==> config.mk <==
export PLATFORM = sky130hd
export DESIGN_NAME = flash_program_erase_sequencer
export DESIGN_NICKNAME = d
export VERILOG_FILES = /design/src/hw/rtl/fpes_pkg.sv /design/src/hw/rtl/flash_program_erase_sequencer.sv
export SDC_FILE = /design/constraint.sdc
export NUM_CORES = 1
export LEC_CHECK = 0
export BUFFER_PORTS_ARGS = -buffer_cell sky130_fd_sc_hd__buf_2
export CORE_MARGIN = 5
export CORE_UTILIZATION = 60
export CTS_BUF_LIST = sky130_fd_sc_hd__clkbuf_16
export DETAILED_ROUTE_END_ITERATION = 10
export PLACE_DENSITY_LB_ADDON = 0.3
export SLEW_MARGIN = 0
export SYNTH_ARGS = -nofsm -noshare
export SYNTH_HDL_FRONTEND = slang
export SYNTH_SLANG_ARGS = --single-unit
==> constraint.sdc <==
create_clock -name clock -period 8 [get_ports clock]
set_input_delay 0.4 -clock clock [delete_from_list [all_inputs] [get_ports clock]]
set_output_delay 0.4 -clock clock [all_outputs]
set_load 0.01 [all_outputs]
==> src/hw/rtl/fpes_pkg.sv <==
// types and constants shared by the flash program and erase sequencer
`default_nettype none

package fpes_pkg;

   localparam int ADDR_W   = 24;
   localparam int COUNT_W  = 24;
   localparam int STATUS_W = 8;
   localparam int LEN_W    = 9;

   // status register one: write in progress
   localparam int STATUS_BUSY_BIT = 0;
   localparam logic [1:0] WORD_MASK = 2'h3;
   localparam logic [LEN_W-1:0] CHUNK_CAP = 9'd256;

   typedef enum logic [1:0] {
      OPC_START_WRITE = 2'd0,
      OPC_START_ERASE = 2'd1,
      OPC_TICK        = 2'd2,
      OPC_XFER_ERROR  = 2'd3
   } opcode_type;

   typedef enum logic [2:0] {
      PH_IDLE      = 3'd0,
      PH_START     = 3'd1,
      PH_WAIT_TX   = 3'd2,
      PH_WAIT_BUSY = 3'd3,
      PH_ERROR     = 3'd4
   } phase_type;

   typedef enum logic [1:0] {
      OK_NONE  = 2'd0,
      OK_WRITE = 2'd1,
      OK_ERASE = 2'd2
   } op_kind_type;

   typedef enum logic [2:0] {
      RC_IDLE   = 3'd0,
      RC_BUSY   = 3'd1,
      RC_DONE   = 3'd2,
      RC_ERROR  = 3'd3,
      RC_ACCEPT = 3'd4,
      RC_REJECT = 3'd5
   } result_code_type;

   // request payload, first field in the highest bits
   typedef struct packed {
      logic                transfer_done;
      logic                command_ok;
      logic                write_enable_ok;
      logic [STATUS_W-1:0] flash_status;
      logic [COUNT_W-1:0]  byte_count;
      logic [ADDR_W-1:0]   start_address;
   } req_fields_type;

   // response payload, first field in the highest bits
   typedef struct packed {
      logic              word_aligned;
      logic [LEN_W-1:0]  program_length;
      logic [ADDR_W-1:0] command_address;
      logic              issue_erase;
      logic              issue_program;
      result_code_type   result_code;
   } rsp_fields_type;

   localparam int REQ_BITS = $bits(req_fields_type);
   localparam int RSP_BITS = $bits(rsp_fields_type);
   localparam int REQ_DATA_W = ((REQ_BITS + 7) / 8) * 8;
   localparam int RSP_DATA_W = ((RSP_BITS + 7) / 8) * 8;

endpackage

`default_nettype wire

==> src/hw/rtl/flash_program_erase_sequencer.sv <==
// top level of the serial nor flash page program and sector erase sequencer
`default_nettype none

// Serial NOR flash sequencer: each request beat carries one event (start write,
// start sector erase, status tick or transfer error) and yields exactly one
// response beat with a result code and any page program or erase command to
// issue. A beat passes an input register, combinational decision logic on the
// job registers and an output register, so one beat is taken every cycle when
// the response side is ready; the job state registers update in the same
// cycle that decides the beat, which sets the one-beat-per-cycle rate. Writes
// are cut into chunks that never cross a page and never exceed 256 bytes.
// PAGE_BYTES and SECTOR_BYTES must be powers of two; the user must write
// device_present only while no beat is in flight, the block does not enforce it.
module flash_program_erase_sequencer
   import fpes_pkg::*;
#(
   parameter int PAGE_BYTES   = 256,
   parameter int SECTOR_BYTES = 4096,
   parameter int FLASH_BYTES  = 8388608
) (
   input  wire logic                  clock,
   input  wire logic                  reset,
   input  wire logic                  csr_we,
   input  wire logic                  csr_wdata,      // device_present
   input  wire logic                  req_tvalid,
   output logic                       req_tready,
   // start_address, byte_count, flash_status, write_enable_ok, command_ok,
   // transfer_done, zero fill
   input  wire logic [REQ_DATA_W-1:0] req_tdata,
   input  wire logic [1:0]            req_tuser,      // opcode
   output logic                       rsp_tvalid,
   input  wire logic                  rsp_tready,
   // result_code, issue_program, issue_erase, command_address,
   // program_length, word_aligned, zero fill
   output logic [RSP_DATA_W-1:0]      rsp_tdata
);

   localparam int PAGE_W  = $clog2(PAGE_BYTES);
   localparam int CHUNK_W = PAGE_W + 1;

   logic            device_present_ff;
   logic            in_valid_ff;
   req_fields_type  in_data_ff;
   opcode_type      in_op_ff;
   logic            out_valid_ff;
   rsp_fields_type  out_data_ff;

   phase_type            phase_ff, phase_in;
   op_kind_type          kind_ff, kind_in;
   logic [ADDR_W-1:0]    addr_ff, addr_in;
   logic [COUNT_W-1:0]   left_ff, left_in;
   logic [LEN_W-1:0]     chunk_ff, chunk_in;
   rsp_fields_type       out_data_in;

   logic advance;

   assign advance    = in_valid_ff && (!out_valid_ff || rsp_tready);
   assign req_tready = !in_valid_ff || advance;
   assign rsp_tvalid = out_valid_ff;
   assign rsp_tdata  = {{(RSP_DATA_W - RSP_BITS){1'b0}}, out_data_ff};

   always_ff @(posedge clock) begin
      if (reset) begin
         device_present_ff <= 1'b0;
      end else if (csr_we) begin
         device_present_ff <= csr_wdata;
      end
   end

   always_ff @(posedge clock) begin
      if (reset) begin
         in_valid_ff <= 1'b0;
      end else if (req_tready) begin
         in_valid_ff <= req_tvalid;
      end
   end

   always_ff @(posedge clock) begin
      if (req_tready && req_tvalid) begin
         in_data_ff <= req_fields_type'(req_tdata[REQ_BITS-1:0]);
         in_op_ff   <= opcode_type'(req_tuser);
      end
   end

   always_ff @(posedge clock) begin
      if (reset) begin
         out_valid_ff <= 1'b0;
      end else if (advance) begin
         out_valid_ff <= 1'b1;
      end else if (rsp_tready) begin
         out_valid_ff <= 1'b0;
      end
   end

   always_ff @(posedge clock) begin
      if (advance) begin
         out_data_ff <= out_data_in;
      end
   end

   always_ff @(posedge clock) begin
      if (reset) begin
         phase_ff <= PH_IDLE;
         kind_ff  <= OK_NONE;
         addr_ff  <= '0;
         left_ff  <= '0;
         chunk_ff <= '0;
      end else if (advance) begin
         phase_ff <= phase_in;
         kind_ff  <= kind_in;
         addr_ff  <= addr_in;
         left_ff  <= left_in;
         chunk_ff <= chunk_in;
      end
   end

   always_comb begin
      logic                  busy;
      logic                  running;
      logic                  do_tick;
      logic                  done;
      logic                  reject;
      logic [ADDR_W:0]       end_addr;
      logic [ADDR_W-1:0]     aligned;
      logic [CHUNK_W-1:0]    chunk_raw;
      logic [COUNT_W-1:0]    chunk_wide;
      logic [LEN_W-1:0]      chunk;
      result_code_type       tick_rc;

      phase_in    = phase_ff;
      kind_in     = kind_ff;
      addr_in     = addr_ff;
      left_in     = left_ff;
      chunk_in    = chunk_ff;
      out_data_in = '0;
      out_data_in.result_code = RC_IDLE;
      tick_rc     = RC_IDLE;
      do_tick     = 1'b0;
      done        = 1'b0;
      reject      = 1'b0;
      busy        = in_data_ff.flash_status[STATUS_BUSY_BIT];
      running     = (phase_ff == PH_START) || (phase_ff == PH_WAIT_TX)
                    || (phase_ff == PH_WAIT_BUSY);
      end_addr    = {1'b0, in_data_ff.start_address} + {1'b0, in_data_ff.byte_count};
      aligned     = in_data_ff.start_address & ~ADDR_W'(SECTOR_BYTES - 1);

      case (in_op_ff)
         OPC_START_WRITE: begin
            reject = !device_present_ff || (in_data_ff.byte_count == '0)
                     || (end_addr > (ADDR_W+1)'(FLASH_BYTES)) || running;
            if (!reject) begin
               kind_in  = OK_WRITE;
               addr_in  = in_data_ff.start_address;
               left_in  = in_data_ff.byte_count;
               chunk_in = '0;
               phase_in = PH_START;
               do_tick  = 1'b1;
            end
         end
         OPC_START_ERASE: begin
            reject = !device_present_ff
                     || ({1'b0, in_data_ff.start_address} >= (ADDR_W+1)'(FLASH_BYTES))
                     || running || busy || !in_data_ff.write_enable_ok
                     || !in_data_ff.command_ok;
            if (!reject) begin
               kind_in  = OK_ERASE;
               phase_in = PH_WAIT_BUSY;
               addr_in  = aligned;
               chunk_in = '0;
               left_in  = '0;
               out_data_in.issue_erase     = 1'b1;
               out_data_in.command_address = aligned;
            end
         end
         OPC_TICK: begin
            do_tick = 1'b1;
         end
         OPC_XFER_ERROR: begin
            if (phase_ff != PH_IDLE) begin
               phase_in = PH_ERROR;
               tick_rc  = RC_ERROR;
            end
         end
         default: begin
         end
      endcase

      // chunk up to the next page boundary, then limited by bytes left and the cap
      chunk_raw  = CHUNK_W'(PAGE_BYTES) - {1'b0, addr_in[PAGE_W-1:0]};
      chunk_wide = (COUNT_W'(chunk_raw) > left_in) ? left_in : COUNT_W'(chunk_raw);
      chunk      = (chunk_wide > COUNT_W'(CHUNK_CAP)) ? CHUNK_CAP : chunk_wide[LEN_W-1:0];

      if (do_tick) begin
         if (!device_present_ff) begin
            tick_rc = RC_ERROR;
         end else begin
            case (phase_in)
               PH_START: begin
                  if (kind_in != OK_WRITE) begin
                     phase_in = PH_ERROR;
                  end else if (!busy) begin
                     if (!in_data_ff.write_enable_ok || !in_data_ff.command_ok) begin
                        phase_in = PH_ERROR;
                     end else begin
                        out_data_in.issue_program   = 1'b1;
                        out_data_in.command_address = addr_in;
                        out_data_in.program_length  = chunk;
                        out_data_in.word_aligned    = ((chunk[1:0] & WORD_MASK) == 2'b00);
                        chunk_in = chunk;
                        phase_in = PH_WAIT_TX;
                     end
                  end
               end
               PH_WAIT_TX: begin
                  if (kind_in != OK_WRITE) begin
                     phase_in = PH_ERROR;
                  end else if (in_data_ff.transfer_done) begin
                     phase_in = PH_WAIT_BUSY;
                  end
               end
               PH_WAIT_BUSY: begin
                  if (!busy) begin
                     if (kind_in == OK_ERASE) begin
                        done = 1'b1;
                     end else begin
                        addr_in  = addr_in + ADDR_W'(chunk_in);
                        left_in  = left_in - COUNT_W'(chunk_in);
                        chunk_in = '0;
                        if (left_in == '0) begin
                           done = 1'b1;
                        end else begin
                           phase_in = PH_START;
                        end
                     end
                  end
               end
               default: begin
               end
            endcase

            if (done) begin
               phase_in = PH_IDLE;
               kind_in  = OK_NONE;
               tick_rc  = RC_DONE;
            end else if (phase_in == PH_ERROR) begin
               phase_in = PH_IDLE;
               kind_in  = OK_NONE;
               tick_rc  = RC_ERROR;
            end else if ((phase_in != PH_START) && (phase_in != PH_WAIT_TX)
                         && (phase_in != PH_WAIT_BUSY)) begin
               phase_in = PH_IDLE;
               kind_in  = OK_NONE;
               tick_rc  = RC_IDLE;
            end else begin
               tick_rc = RC_BUSY;
            end
         end
      end

      if (in_op_ff == OPC_START_WRITE) begin
         if (reject || (tick_rc == RC_ERROR)) begin
            out_data_in.result_code = RC_REJECT;
         end else begin
            out_data_in.result_code = RC_ACCEPT;
         end
      end else if (in_op_ff == OPC_START_ERASE) begin
         out_data_in.result_code = reject ? RC_REJECT : RC_ACCEPT;
      end else begin
         out_data_in.result_code = tick_rc;
      end
   end

`ifndef SYNTH
   // an idle sequencer never keeps a job kind
   assert property (@(posedge clock) disable iff (reset)
      (phase_ff == PH_IDLE) |-> (kind_ff == OK_NONE))
      else $error("idle phase with a job kind still set");

   // an issued page program carries a non-empty chunk within the cap
   assert property (@(posedge clock) disable iff (reset)
      (rsp_tvalid && out_data_ff.issue_program) |->
         ((out_data_ff.program_length != '0) && (out_data_ff.program_length <= CHUNK_CAP)))
      else $error("page program chunk length out of range");

   // a command is only issued alongside an accepting or busy answer
   assert property (@(posedge clock) disable iff (reset)
      (rsp_tvalid && (out_data_ff.issue_program || out_data_ff.issue_erase)) |->
         ((out_data_ff.result_code == RC_ACCEPT) || (out_data_ff.result_code == RC_BUSY)))
      else $error("command issued with a failing result code");

   // a decided beat with a stalled response must not be lost
   assert property (@(posedge clock) disable iff (reset)
      (rsp_tvalid && !rsp_tready) |=> (rsp_tvalid && !advance) || rsp_tready || advance)
      else $error("response beat dropped while stalled");
`endif

endmodule

`default_nettype wire
======== Word-level counts from Yosys, hierarchy flattened ========
Index checks and enable logic that the tools add are counted.
W data, S select, Z words.
word-level totals
  register bits ........................... 158
  output and inout port bits .............. 42
  word-level logic and storage cells ...... 167
operators by class
  $add $sub $neg .......................... 4
  $lt $le $gt $ge ......................... 4
  eq/ne operators ......................... 16
  multiplexer cells ....................... 88
  bitwise gates (word level) .............. 3
  reductions and logical operators ........ 31
operators with widths
  kind                    number
  $mux W24                21
  $pmux W24 S2            2
  $mux W9                 10
  $mux W3                 21
  $mux W25                2
  $logic_not A24 Y1       2
  $pmux W9 S2             2
  $add A24 B24 Y25        1
  $gt A25 B24 Y1 const B  1
  $add A24 B9 Y24         1
  $ge A24 B24 Y1 const B  1
  $gt A24 B9 Y1 const B   1
  $gt A9 B24 Y1           1
  $mux W2                 12
  $sub A24 B9 Y24         1
  $pmux W3 S3             2
  $eq A3 B2 Y1 const B    5
  $logic_or A1 B1 Y1      14
  $mux W1                 13
  $sub A9 B8 Y9 const A   1
  $eq A2 B2 Y1 const B    3
  $eq A3 B1 Y1 const B    2
  $ne A3 B2 Y1 const B    2
  $reduce_or A6 Y1        1
  other kinds (13)        24

======== Logic depth before layout (Yosys ltp) ========
Gate-level depths: netlist (run 1).
  depth in word-level cells ............... 29
  depth in mapped cells ................... 33
  depth with buffers taken out ............ 28

======== Worst setup path before layout (run 1) ========
Ideal clock, no wire load.
  path type ............................... reg2reg
  start point ............................. reg in_data_ff[0] (netlist bit)
  end point ............................... reg chunk_ff[4]
  arrival ................................. 7.239 ns
  required time ........................... 7.904 ns
  slack ................................... 0.665 ns
  cell stages (with the launch flop) ...... 33
  buffers on the path ..................... 5
  path through ............................ edfxtp_1 ha_1 fa_1 a21oi_1 nor2_1 o21a_1 nor3_2 nor3b_1 or4_4 nor4_4 o21ai_2 buf_2 buf_1 clkbuf_1 clkbuf_1 a22oi_1 ha_1 ha_1 nor2b_1 o21a_1 o21a_1 o21a_1 o21a_1 o21a_1 o21a_1 o21a_1 o221ai_1 nor4_2 and2_1 buf_2 or4b_4 o31a_1 o41ai_2
between the ends
  longest elaborated chain between the ends .. 19
  elaborated cells between the ends (all ways) .. 44
  those cells by class .................... add/sub (2); order compare (4); eq/ne (4); mux (27); reduce/logical (7)
RTL lines
  what                                                                       RTL line                              text
  start, declared                                                            flash_program_erase_sequencer.sv:43   req_fields_type in_data_ff;
  start signal, assigned                                                     flash_program_erase_sequencer.sv:80   in_data_ff <= req_fields_type'(req_tdata[REQ_BITS-1:0]);
  parallel branches: the longest is 18 deep, another holds $add A24 B24 Y25  n/a
  $mux W9 *                                                                  flash_program_erase_sequencer.sv:193  if (do_tick) begin
  end signal, assigned                                                       flash_program_erase_sequencer.sv:113  chunk_ff <= chunk_in;
  end, declared                                                              flash_program_erase_sequencer.sv:52   logic [LEN_W-1:0] chunk_ff, chunk_in;
Every way passes the cells marked *.
A chain may end at the register's enable or synchronous reset.

======== Worst setup path in the final report (run 1) ========
  start point ............................. reg in_data_ff[24] (netlist bit)
  end point ............................... reg chunk_ff[4]
between the ends
  longest elaborated chain between the ends .. 17
  elaborated cells between the ends (all ways) .. 35
  those cells by class .................... add/sub (2); order compare (3); eq/ne (4); mux (22); reduce/logical (4)
RTL lines
  what                                                          RTL line                                                                    text
  $add A24 B24 Y25 / $logic_not A24 Y1 (equally long branches)  flash_program_erase_sequencer.sv:144, flash_program_erase_sequencer.sv:149
  $gt A25 B24 Y1 / $logic_or A1 B1 Y1 (equally long branches)   flash_program_erase_sequencer.sv:150, flash_program_erase_sequencer.sv:149
  $logic_or A1 B1 Y1 (2 in series)                              flash_program_erase_sequencer.sv:150                                        || (end_addr > (ADDR_W+1)'(FLASH_BYTES)) || running;
  $mux W24                                                      flash_program_erase_sequencer.sv:151                                        if (!reject) begin
  $pmux W24 S2                                                  flash_program_erase_sequencer.sv:147                                        case (in_op_ff)
  $sub A9 B8 Y9                                                 flash_program_erase_sequencer.sv:189                                        chunk_raw = CHUNK_W'(PAGE_BYTES) - {1'b0, addr_in[PAGE_W-1:0]};
  $gt A9 B24 Y1                                                 flash_program_erase_sequencer.sv:190                                        chunk_wide = (COUNT_W'(chunk_raw) > left_in) ? left_in : COUNT_W'(chunk_raw);
  $mux W24                                                      flash_program_erase_sequencer.sv:190
  $gt A24 B9 Y1                                                 flash_program_erase_sequencer.sv:191                                        chunk = (chunk_wide > COUNT_W'(CHUNK_CAP)) ? CHUNK_CAP : chunk_wide[LEN_W-1:0];
  $mux W9                                                       flash_program_erase_sequencer.sv:191
  $mux W9                                                       flash_program_erase_sequencer.sv:202                                        if (!in_data_ff.write_enable_ok || !in_data_ff.command_ok) begin
  $mux W9                                                       flash_program_erase_sequencer.sv:201                                        end else if (!busy) begin
  $mux W9                                                       flash_program_erase_sequencer.sv:199                                        if (kind_in != OK_WRITE) begin
  $pmux W9 S2                                                   flash_program_erase_sequencer.sv:197                                        case (phase_in)
  $mux W9                                                       flash_program_erase_sequencer.sv:194                                        if (!device_present_ff) begin
  $mux W9 *                                                     flash_program_erase_sequencer.sv:193
Mark *: on every way between the ends. The rest lies on a longest branch, timed or not.

==> flow_summary.toml, run 1 <==
[sta]
worst_pin_slew_ns = 1.18
fin_setup_tns_ns = 0
rsz0062_at_grt = "no"
fin_crit_sh_pct = 95.5
final.setup_skew_ns = 0.00741
min_period_ns = 7.64
max_freq_mhz = 131
hold_viol = 0
finalSetupViolations = 0
slew_violations = 0
holdWs_ns = 0.132
maxSlewHeadroom_pct = 21.6

[logic_synthesis]
ys_types = 88
avgSynthCellArea_sq_um = 8.73
yosys_warnings = 0
synth_edf_count = 93
synth_nets = 1355
yosys_most_used_dff = "edfxtp_1"
syn_area_sq_um = 10700
synth_seq_cells = 158
async_reset_ff_share_pct = 0
syn_inst = 1228
synth_seq_area_share_pct = 38.2

[floorplanning]
die_h_microns = 144
start_util_pct = 61.6
ios = 114
design.die.area_sq_um = 20600
rows = 48
die_w_microns = 144
core_sq_um = 17400

[global_routing]
grt_usage_pct = 31.0
overflow = 0
grt_pass1_wl_microns = 50500
antenna_found_initial = 0
first_global_vias = 9437
grt_max_degree = 79

[detailed_routing]
firstDrtPassIters = 6
num_vias = 10300
drt.antenna.violating_nets = 0
wl_microns = 31900
routed_via_density = 6.70
wl_per_cell_microns = 20.8
drc_errors = 0
dr.first_iter.drc_count = 1187

[run_status]
status = "finished clean"

[cts]
clk_latency_ns = 0.44
cts_tree = "done"
clock_sinks = 158
cts-root-buf = "clkbuf_16"
post_cts_resize_count = 0
h-tree-depth = 4
numCtsBuffers = 17
clk_pin_slew_ns = 0.07
post-cts-setup-buffer-count = 0
postCtsHoldBufs = 0
clockBufferDepth = 2

[placed_design]
postPlaceCellArea_sq_um = 11400
place_hpwl_microns = 23300
finalWeightedCongestion = 0.964
port_buffers = 100

[power]
ir_drop_uv = 223
leakagePower_nw = 4.57
power-per-cell-area_nw_per_um2 = 181

[worst_setup_path]
cp.arrival_ns = 7.98
r2r-start = "in_data_ff[24]$_DFFE_PP_"
cp_max_fo = 10
crit_required_ns = 8.35
r2r_setup_slack_ns = 0.36
crit_path_end_kind = "register"
reg2reg_depth = 27
worstSetupStartpointType = "register"
critical_path_class = "reg -> reg"
worst_r2r_endpoint = "chunk_ff[4]$_SDFFE_PP0P_"

[min_path]
min_path_type = "in -> reg"
min_from = "req_tdata[9]"
min_path_cells = 1
hold_path_end = "in_data_ff[9]$_DFFE_PP_"

[cells_and_area]
utilization_pct = 68.6
mostFrequentLayoutCells = "nand2_1 (117), nor2_1 (110), buf_2 (100)"
antennaDiodeCount = 0
nFillCells = 1431
nets = 1425
area_delta_synth_final_pct = 11.4
final_common_cell = "nand2_1"
final_cell_area_sq_um = 12000
drive_above_1_share_pct = 15.6

[run]
maxCapViolCount = 0
cell type report:
class | count | area [sq um] | share of cell area, %
clock buffers | 18 | 450 | 3.77
flip-flops and latches | 158 | 4090 | 34.3
repair buffers | 123 | 673 | 5.63
clock inverters | 14 | 103 | 0.859
well taps | 225 | 282 | 2.36
multi-input cells | 935 | 6110 | 51.1
inverters | 63 | 238 | 1.99
metrics by stage:
| step | worst slack (ns) | instances | power (mW) |
|---|---|---|---|
| 2_1_floorplan | 0.665 | 1228 | 1.26 |
| 3_3_place_gp | 0.632 | 1504 | 1.38 |
| 3_5_place_dp | 0.425 | 1504 | 1.39 |
| 4_1_cts | 0.397 | 1536 | 2.16 |
| 5_1_grt | 0.0295 | 1536 | 2.25 |
| 6_report | 0.363 | 1536 | 2.17 |
how the worst max path moves through the flow:
stage	slack, ns	depth (start not counted)	to	startpoint
2_1_floorplan	0.67	32	chunk_ff[4]$_SDFFE_PP0P_	in_data_ff[0]$_DFFE_PP_
3_3_place_gp	0.63	27	chunk_ff[4]$_SDFFE_PP0P_	in_data_ff[24]$_DFFE_PP_
3_5_place_dp	0.43	27	chunk_ff[4]$_SDFFE_PP0P_	in_data_ff[24]$_DFFE_PP_
4_1_cts	0.40	27	chunk_ff[4]$_SDFFE_PP0P_	in_data_ff[24]$_DFFE_PP_
5_1_grt	0.03	28	rsp_tdata[1]$_SDFFCE_PN0P_	in_data_ff[38]$_DFFE_PP_
6_report	0.36	27	chunk_ff[4]$_SDFFE_PP0P_	in_data_ff[24]$_DFFE_PP_
flip-flops by register name (all words and copies together) (netlist names):
signal and count:
in_data_ff 52, chunk_ff 9, kind_ff 2, device_present_ff 1, rsp_tvalid 1, addr_ff 24, phase_ff 3, in_op_ff 2
in_valid_ff 1, rsp_tdata 39, left_ff 24
power breakdown:
group / leakage (nW) / internal, mW / switching [mW] / total, mW
Clock: 0.272 / 0.419 / 0.356 / 0.775
Sequential: 1.44 / 0.894 / 0.0349 / 0.929
Combinational: 2.86 / 0.173 / 0.288 / 0.461
cell usage after synthesis, types with 22 or more instances:
cell type  instances  area, sq um
o21ai_0           53          265
nor3_1            49          245
dfxtp_1           65         1300
edfxtp_1          93         2790
a21oi_1           94          470
inv_1             62          233
nand2_1          117          439
o21a_1            24          180
ha_1              52          651
clkbuf_1          43          161
nor2_1           110          413
a22oi_1           22          165
xnor2_1           27          236
nand3_1           34          170
critical path, cell delays in order, from the launching register on:
cell and delay [ns]:
edfxtp_1 0.50, ha_1 0.26, fa_1 0.42, xor2_1 0.17, a2111oi_2 0.44, o221a_1 0.27, o2111ai_1 0.10, nor4b_1 0.30
nand4_1 0.26, or4_4 0.52, a21oi_4 0.31, a22oi_1 0.19, ha_1 0.28, xnor2_1 0.33, ha_1 0.32, o21a_1 0.12
o21a_1 0.17, o21a_1 0.16, o21a_1 0.16, o21a_1 0.17, o21a_1 0.16, o21a_1 0.16, o221ai_1 0.21, nor4_2 0.09
and2_1 0.28, or4b_4 0.56, o31a_1 0.34, o41ai_2 0.28
cell families (layout without fill, tap and decap cells):
kind of cell               count (synthesis)  in the layout  share of synthesized area [%]
xor gates and xnor gates                  39             39                           3.18
buffers and inverters                    135            218                           5.20
adders and majority gates                 55             55                           6.63
and+or+nand+nor                          430            430                           19.7
AOI/OAI and AO/OA                        400            400                           26.1
other                                      1              1                         0.0350
muxes                                     10             10                          0.957
DFF                                      158            158                           38.2
metal layers:
layer / vias up / routed length, microns / GRT usage [%]
met2: 634 / 14500 / 48.3
met5: - / 0 / 0
met4: 0 / 632 / 8.03
met3: 68 / 3690 / 7.05
li1: 4753 / - / -
met1: 4838 / 13000 / 44.1
Power figures use the tool's default switching activity.
==> run 2, diff against run 1 <==
--- a/config.mk
+++ b/config.mk
@@ -7,8 +7,9 @@
 export LEC_CHECK = 0
 export BUFFER_PORTS_ARGS = -buffer_cell sky130_fd_sc_hd__buf_2
 export CORE_MARGIN = 5
-export CORE_UTILIZATION = 60
+export CORE_UTILIZATION = 57
 export CTS_BUF_LIST = sky130_fd_sc_hd__clkbuf_16
+export CTS_CLUSTER_DIAMETER = 150
 export DETAILED_ROUTE_END_ITERATION = 10
 export PLACE_DENSITY_LB_ADDON = 0.3
 export SLEW_MARGIN = 0
==> run 2 against run 1 <==
Against the previous run:
- cell count increased by 0.39%
- hold slack improved by 0.0031 ns
- core utilization decreased by 4.7 points
- clock skew increased by 0.0067 ns
- critical path depth decreased by 1
- final area decreased by 0.23%
- die area increased by 4.9%
- first-iteration DRC count decreased by 11%
- clock power increased by 0.5%
- register-to-register slack got worse by 0.05 ns
- largest cell class unchanged
==> flow_summary.toml, run 2 (synthesis gave the netlist of run 1 again) <==
[run_status]
status = "finished clean"

[floorplanning]
die_w_microns = 147
die_h_microns = 147
rows = 50
start_util_pct = 57.5
design.die.area_sq_um = 21700
core_sq_um = 18600
ios = 114

[cells_and_area]
utilization_pct = 64.0
nets = 1422
drive_above_1_share_pct = 15.1
largest_reg_flops = 52
final_common_cell = "nand2_1"
mostFrequentLayoutCells = "nand2_1 (117), nor2_1 (110), buf_2 (100)"
antennaDiodeCount = 0
fin_cells = 1542
area_delta_synth_final_pct = 11.2
regMostFlops = "in_data_ff"

[detailed_routing]
drc_errors = 0
drt.antenna.violating_nets = 0
firstDrtPassIters = 6
num_vias = 10100
dr.first_iter.drc_count = 1056
routed_via_density = 6.57
wl_per_cell_microns = 20.3
wl_microns = 31300

[worst_setup_path]
crit_required_ns = 8.34
cp-startpoint = "in_data_ff[14]$_DFFE_PP_"
worst_r2r_endpoint = "chunk_ff[4]$_SDFFE_PP0P_"
worstSetupStartpointType = "register"
cp_max_fo = 10
crit_path_end = "chunk_ff[4]$_SDFFE_PP0P_"
critical_path_class = "reg -> reg"
crit_path_end_kind = "register"
r2r-start = "in_data_ff[14]$_DFFE_PP_"
reg2reg_depth = 26
r2r_setup_slack_ns = 0.31
cp.arrival_ns = 8.03

[sta]
fin_setup_tns_ns = 0
worst_pin_slew_ns = 1.19
fin_crit_sh_pct = 96.1
maxSlewHeadroom_pct = 20.8
worst_slack_ns = 0.311
slew_violations = 0
min_period_ns = 7.69
hold_viol = 0
finalSetupViolations = 0
final.setup_skew_ns = 0.0141
max_freq_mhz = 130

[global_routing]
grt_usage_pct = 28.6
antenna_found_initial = 0
grt_pass1_wl_microns = 50000
overflow = 0
grt_max_degree = 82
first_global_vias = 9358

[power]
seqPwrFrac_pct = 43.0
netSwitchingFraction_pct = 31.3
p_switching_mw = 0.677
clock_power_share_pct = 36.0
comb_power_share_pct = 21.0
leakagePower_nw = 4.55
power-per-cell-area_nw_per_um2 = 181
ir_drop_uv = 137
power_mw = 2.16
p_int_mw = 1.48

[cts]
h-tree-depth = 4
numCtsBuffers = 17
cts-root-buf = "clkbuf_16"
clk_latency_ns = 0.44
clk_pin_slew_ns = 0.07
cts_tree = "done"
clockBufferDepth = 2
clock_sinks = 158

[placed_design]
port_buffers = 100
dp_slack_ns = 0.411
dp_cells = 1508
place_hpwl_microns = 22900
finalWeightedCongestion = 0.965

[min_path]
min_path_type = "in -> reg"
min_path_cells = 1
min_from = "req_tdata[30]"

[run]
maxCapViolCount = 0
-- run 2: how the worst min path moves through the flow --
stage / end / slack [ns]
floorplan: chunk_ff[6]$_SDFFE_PP0P_ / 0.43
finish: in_data_ff[30]$_DFFE_PP_ / 0.14
global route: in_data_ff[30]$_DFFE_PP_ / 0.12
CTS: in_data_ff[12]$_DFFE_PP_ / 0.13
global placement: chunk_ff[6]$_SDFFE_PP0P_ / 0.44
detailed placement: chunk_ff[6]$_SDFFE_PP0P_ / 0.44
-- run 2: cell type report --
class	instances	area, sq um
well taps	234	293
clock buffers	18	450
fillers	1598	6720
clock inverters	14	105
inverters	63	238
multi-input cells	935	6090
flip-flops and latches	158	4090
repair buffers	120	651
-- run 2: per-layer routing --
| metal | share of wire [%] | global-route usage, % | vias to the layer above |
|---|---|---|---|
| met3 | 10 | 5.86 | 44 |
| met2 | 46 | 44.7 | 576 |
| met4 | 1.6 | 6.99 | 0 |
| met5 | 0 | 0 | - |
| li1 | - | - | 4753 |
| met1 | 43 | 40.9 | 4755 |
-- run 2: power by group through the flow --
stage	clock, mW	combinational, mW	sequential, mW
3_3_place_gp	0	0.436	0.944
5_1_grt	0.821	0.497	0.931
2_1_floorplan	0	0.326	0.934
4_1_cts	0.784	0.444	0.927
3_5_place_dp	0	0.442	0.945
6_report	0.779	0.454	0.929
-- run 2: stage by stage --
step,instance area (sq um),hold slack [ns]
CTS,11900,0.126
global placement,11300,0.436
global route,11900,0.121
detailed placement,11300,0.441
finish,11900,0.135
floorplan,10700,0.427
-- run 2: repair_timing --
item                       CTS  global route
setup buffers                0             2
setup endpoints to repair    0             9
hold buffers                 0             0
gates resized for setup      0             3
hold endpoints to repair     0             0
-- run 2: worst max-delay path, cell delays in order (launching register included) --
cell,delay [ns]
edfxtp_1,0.50
ha_1,0.46
a21oi_1,0.37
o21a_1,0.25
o221ai_1,0.20
or2_2,0.33
o211ai_1,0.24
nand4_1,0.25
or4_4,0.60
a21oi_2,0.28
a22oi_1,0.23
ha_1,0.30
xnor2_1,0.36
ha_1,0.32
o21a_1,0.11
o21a_1,0.17
o21a_1,0.17
o21a_1,0.16
o21a_1,0.17
o21a_1,0.16
o21a_1,0.16
o221ai_1,0.25
nor4_2,0.12
and2_1,0.27
or4b_4,0.55
o31a_1,0.34
o41ai_2,0.28
